**src/fat12_pkg.sv**
```systemverilog
package fat12_pkg;

    localparam int TABLE_BYTES = 8192;
    localparam int MAX_CHAIN   = 64;

    localparam int TABLE_AW  = $clog2(TABLE_BYTES);
    localparam int BANK_AW   = TABLE_AW - 1;
    localparam int BANK_DEPTH = TABLE_BYTES / 2;
    localparam int ADDR_W    = 13;
    localparam int WA_W      = (TABLE_AW > ADDR_W) ? TABLE_AW : ADDR_W;
    localparam int IDX_W     = (TABLE_AW >= 14) ? TABLE_AW + 1 : 14;
    localparam int CNT_W     = $clog2(MAX_CHAIN + 1);

    localparam int CFG_IDX_W  = 3;
    localparam int CFG_DATA_W = 16;

    localparam logic [CFG_IDX_W-1:0] REG_RESERVED     = 3'd0;
    localparam logic [CFG_IDX_W-1:0] REG_TABLE_SECT   = 3'd1;
    localparam logic [CFG_IDX_W-1:0] REG_TABLE_COPIES = 3'd2;
    localparam logic [CFG_IDX_W-1:0] REG_ROOT_ENTRIES = 3'd3;
    localparam logic [CFG_IDX_W-1:0] REG_SECT_LOG2    = 3'd4;
    localparam logic [CFG_IDX_W-1:0] REG_SECT_CLUSTER = 3'd5;

    localparam logic CMD_WRITE = 1'b0;
    localparam logic CMD_WALK  = 1'b1;

    localparam logic [1:0] ST_OK        = 2'd0;
    localparam logic [1:0] ST_BELOW_TWO = 2'd1;
    localparam logic [1:0] ST_TOO_LONG  = 2'd2;
    localparam logic [1:0] ST_OUT_TABLE = 2'd3;

    localparam logic [11:0] CLUSTER_MASK = 12'hFFF;
    localparam logic [11:0] END_OF_CHAIN = 12'hFF8;
    localparam logic [11:0] FIRST_DATA   = 12'd2;

    typedef struct packed {
        logic write;
        logic start;
        logic read;
        logic eval;
    } t_dp_cmd;

    typedef struct packed {
        logic out_free;
        logic final_item;
    } t_dp_sts;

endpackage

```
**src/fat12_ctrl.sv**
```systemverilog
module fat12_ctrl (
    input  logic               i_clk,
    input  logic               i_rst_n,
    input  logic               i_in_valid,
    input  logic               i_in_command,
    output logic               o_in_ready,
    output fat12_pkg::t_dp_cmd o_cmd,
    input  fat12_pkg::t_dp_sts i_sts
);
    import fat12_pkg::*;

    localparam logic [1:0] S_IDLE = 2'd0;
    localparam logic [1:0] S_READ = 2'd1;
    localparam logic [1:0] S_EVAL = 2'd2;

    logic [1:0] r_state;
    logic [1:0] n_state;

    always_ff @(posedge i_clk) begin
        if (!i_rst_n) begin
            r_state <= S_IDLE;
        end else begin
            r_state <= n_state;
        end
    end

    always_comb begin
        n_state    = r_state;
        o_in_ready = 1'b0;
        o_cmd      = '0;
        case (r_state)
            S_IDLE: begin
                o_in_ready = 1'b1;
                if (i_in_valid) begin
                    if (i_in_command == CMD_WALK) begin
                        o_cmd.start = 1'b1;
                        n_state     = S_READ;
                    end else begin
                        o_cmd.write = 1'b1;
                    end
                end
            end
            S_READ: begin
                o_cmd.read = 1'b1;
                n_state    = S_EVAL;
            end
            S_EVAL: begin
                if (i_sts.out_free) begin
                    o_cmd.eval = 1'b1;
                    n_state    = i_sts.final_item ? S_IDLE : S_READ;
                end
            end
            default: begin
                n_state = S_IDLE;
            end
        endcase
    end

endmodule

```
**config.mk**
```make
export PLATFORM = sky130hd
export DESIGN_NAME = fat12_ctrl
export DESIGN_NICKNAME = d
export VERILOG_FILES = /design/src/fat12_pkg.sv /design/src/fat12_ctrl.sv
export SDC_FILE = /design/constraint.sdc
export NUM_CORES = 1
export LEC_CHECK = 0
export CORE_AREA = 2 2 39 41
export CTS_CLUSTER_DIAMETER = 150
export DETAILED_ROUTE_END_ITERATION = 10
export DIE_AREA = 0 0 41 43
export DONT_BUFFER_PORTS = 1
export PLACE_DENSITY = 0.3
export SYNTH_ARGS = -nofsm -noshare
export SYNTH_HDL_FRONTEND = slang
export SYNTH_SLANG_ARGS = --single-unit
```
**constraint.sdc**
```tcl
create_clock -name i_clk -period 1.15 [get_ports i_clk]
set_input_delay 0.23 -clock i_clk [delete_from_list [all_inputs] [get_ports i_clk]]
set_output_delay 0.23 -clock i_clk [all_outputs]
set_load 0.005 [all_outputs]
```
; ---- Word level (Yosys, flattened, before mapping)
; Cells that the tools add are included.
[word_totals]
elab_cells = 21
register_bits = 2
[op_classes]
muxes = 13
reduce_logical = 2
eq_ne = 5
[ops]
columns = op, count
row1 = $mux W2, 5
row2 = $mux W1, 7
row3 = $ne A2 B2 Y1 const B, 3
row4 = $pmux W2 S3, 1
row5 = $reduce_and A3 Y1, 1
row6 = $eq A2 B1 Y1 const B, 1
row7 = $eq A2 B2 Y1 const B, 1
row8 = $logic_not A2 Y1, 1

; ---- Longest topological paths before layout
[logic_depth]
word_depth = 3
mapped_depth = 2

; ---- Worst setup path after synthesis
; No wires, ideal clock.
[synth_path]
path_type = register -> output
startpoint = register r_state[1]
endpoint = output port o_cmd[3] (netlist name)
arrival_ps = 683
required_ps = 920
setup_slack_ps = 237
stages_incl_launch_ff = 2
cell_sequence = dfxtp_1 > nor4b_1
[synth_rtl]
columns = element, line
row1 = "start, declared", fat12_ctrl.sv:16  ; logic [1:0] r_state;
row2 = "start signal, assigned", fat12_ctrl.sv:23  ; r_state <= n_state;
row3 = "end, declared", fat12_ctrl.sv:7  ; output fat12_pkg::t_dp_cmd o_cmd,

==> metrics.md <==
| Metric | Value |
|---|---|
| Status | completed |
| DR WL/cell | about 10 um |
| Clock root buffer | clkbuf_4 |
| Initial antenna violation count | 0 |
| Worst Setup SP | r_state[1] |
| Fin crit share | a little over nine tenths |
| Met3 wire length | about 97 um |
| Hold path startpoint | i_rst_n |
| Critical path's slowest cell | dfxtp_4 |
| Initial core utilization | a little under a tenth |
| Vias | about 110 |
| Syn. warnings | 0 |
| First-pass GRT wire length | between 300 and 400 um |
| CTS tree | built |
| Setup Skew | approximately 1.4 ps |
| Total wire length | about 330 um |
| Mapped Avg Cell Area | a little over 9 sq um |
| Worst-Skew Late Latency | ~220 ps |
| Met2 Wirelength | 118 um |
| Max-slew headroom | a little over four fifths |
| Final setup violation count | 0 |
| VDD IR max | around 0.18 mV |
| Post-route cell area | 188.9 sq um |
| DP Wirelength | 243.5 um |
| DP Area | around 140 sq um |
| Top flop regs | r_state x2 |
| Register bit count reported by yosys | 2 |
| Post-synth top cells | dfxtp_1, nand3b_1 |
| Final Hold Fails | 0 |
| Drt drc | 0 |
| Via-to-Cell Ratio | between 3 and 4 |
| Crit path time final | between 1000 and 1500 ps |
| Num CTS Buffers | 3 |
| Crit-path max cell delay | approximately 360 ps |
| Worst min-delay path class | in -> reg |
| Antenna-violating nets left | 0 |
| Top Ports | 11 |
| Worst-path clk slew | 30 ps |
| Crit end category | primary output |
| Storage cell area | roughly 45 sq um |
| DIE HEIGHT | 43 um |
| Final-stage net count | 24 |
| Pin count of the biggest net entering global routing | 8 |
| Dominant cell type by area after synthesis | dfxtp_1 |
| Most used DFF post-synth | dfxtp_1 |
| Layout cells sized above 1 | 62.50% |
| Synthesis-to-layout area growth | 45.19% |
| PortBufs | 0 |
| Die X-Extent | roughly 41 um |
| H-tree depth | 1 |
| ANT cells | 0 |
| Die area | 1763 sq um |
| Uppermost routed layer | met3 |
| Critical Path AT | 890 ps |
| Syn_nets | 20 |
| First-pass DRT Iterations | 1 |
| # clock sinks | 2 |
| Reg with most FFs | r_state |
| Unrepaired setup endpoints after global routing | true |
| CP bufs+invs | 0 |
| Area of the multi-input gates | 101.3 sq um |
| P_leak | between 0.06 and 0.07 nW |
| Fmax | between 800 and 900 MHz |
| Post-synth ARST share | 0% |
| Cells after Synth | 14 |
| Synth top area cells | dfxtp_1, nand3b_1, nor3b_2 |
| Measured slew at the worst slew-check pin | around 250 ps |
| Non-Filler Instances | 32 |
| Post-synthesis instance area | between 100 and 150 sq um |
| Vias in the first global route | about 100 |
| Site Rows | 14 |
| Core area | roughly 1400 sq um |
| Max Cap Viol | 0 |
| Routability congestion estimate | around 0.43 |
| Delay-heaviest family, CP | flip-flops |
| Setup TNS | 0 ps |
| Reg2reg start | r_state[0] |
| Max-slew violation count | 0 |
| CP cell instances | nor4b_2 |
| Crit path launch type | register |
| Max Root-Sink Buffers | 2 |
| Total track usage | 4.104% |
| Power per standard cell area | ~1400 nW/um^2 |
| Critical-path maximum fanout | 7 |
| Register area share after synthesis | 30.77% |
| CP Class | reg -> out |
| Synth top area share | between 30% and 40% |
| Grt ovf | 0 |
| Post-synth EDFFs | 0 |
| Max reg flops | 2 |
| Required time of the critical path | 920 ps |
| Post-Place Cells | 29 |
| Number of fill cells in the layout | 153 |
| Initial drt markers | 0 |
| M1 WL | 112 um |
| Synth unique cells | 12 |
## metrics by stage
stage | worst slack [ps] | hold slack [ps] | power, mW | util (%)
global placement | 174.9 | 355.3 | 0.09631 | 10.31
CTS | 7.214 | 116.5 | 0.2655 | 12.75
finish | 25.55 | 125.0 | 0.2565 | 13.65
detailed placement | 153.7 | 357.9 | 0.09662 | 10.31
global route | -6.022 | 126.7 | 0.2685 | 13.65
floorplan | 237.5 | 347.6 | 0.09561 | -
## power breakdown
group | switching [mW] | internal, mW
clock | 0.0402 | 0.115
sequential | 0.00675 | 0.0723
combinational | 0.00785 | 0.0142
## routing by layer
layer,global-route usage [%],up-vias
met2,3.438,11
met4,8.000,0
li1,-,54
met5,0,-
met3,5.236,0
met1,2.548,43
## worst paths after layout
| kind | endpoint | slack (ps) | depth (start not counted) |
|---|---|---|---|
| worst min-delay path | r_state[1] | 130 | 1 |
| worst max-delay path | o_cmd[3] | 30 | 1 |
| worst min register to register | r_state[0] | 550 | 2 |
| worst max register to register | r_state[1] | 340 | 2 |
## placed cells by master, fill, tap and decap left out, drive strengths merged
cell	count
clkbuf	3
nand3b	2
dfxtp	2
nor2b	1
nor2	1
and3	1
and3b	1
nor4b	1
nand2b	1
a21oi	1
nor3b	1
o21a	1
## kinds of logic after synthesis
| logic type | Yosys count | synth area share (%) |
|---|---|---|
| and+or+nand+nor | 9 | 53.85 |
| AOI/OAI and AO/OA | 2 | 9.614 |
| buffers and inverters | 1 | 5.771 |
| DFF | 2 | 30.77 |
## cell type report
cell class / count / area share (%)
sequential: 2 / 23.84
clock buffer: 3 / 11.92
multi-input combinational: 11 / 53.64
tap: 16 / 10.60
## repair_timing
item,in CTS,in global routing
hold endpoints to repair,0,0
setup endpoints to repair,2,1
setup buffers,0,0
gates cloned,0,0
hold buffers,0,0
resized for setup,4,3
Power figures use the tool's default switching activity.
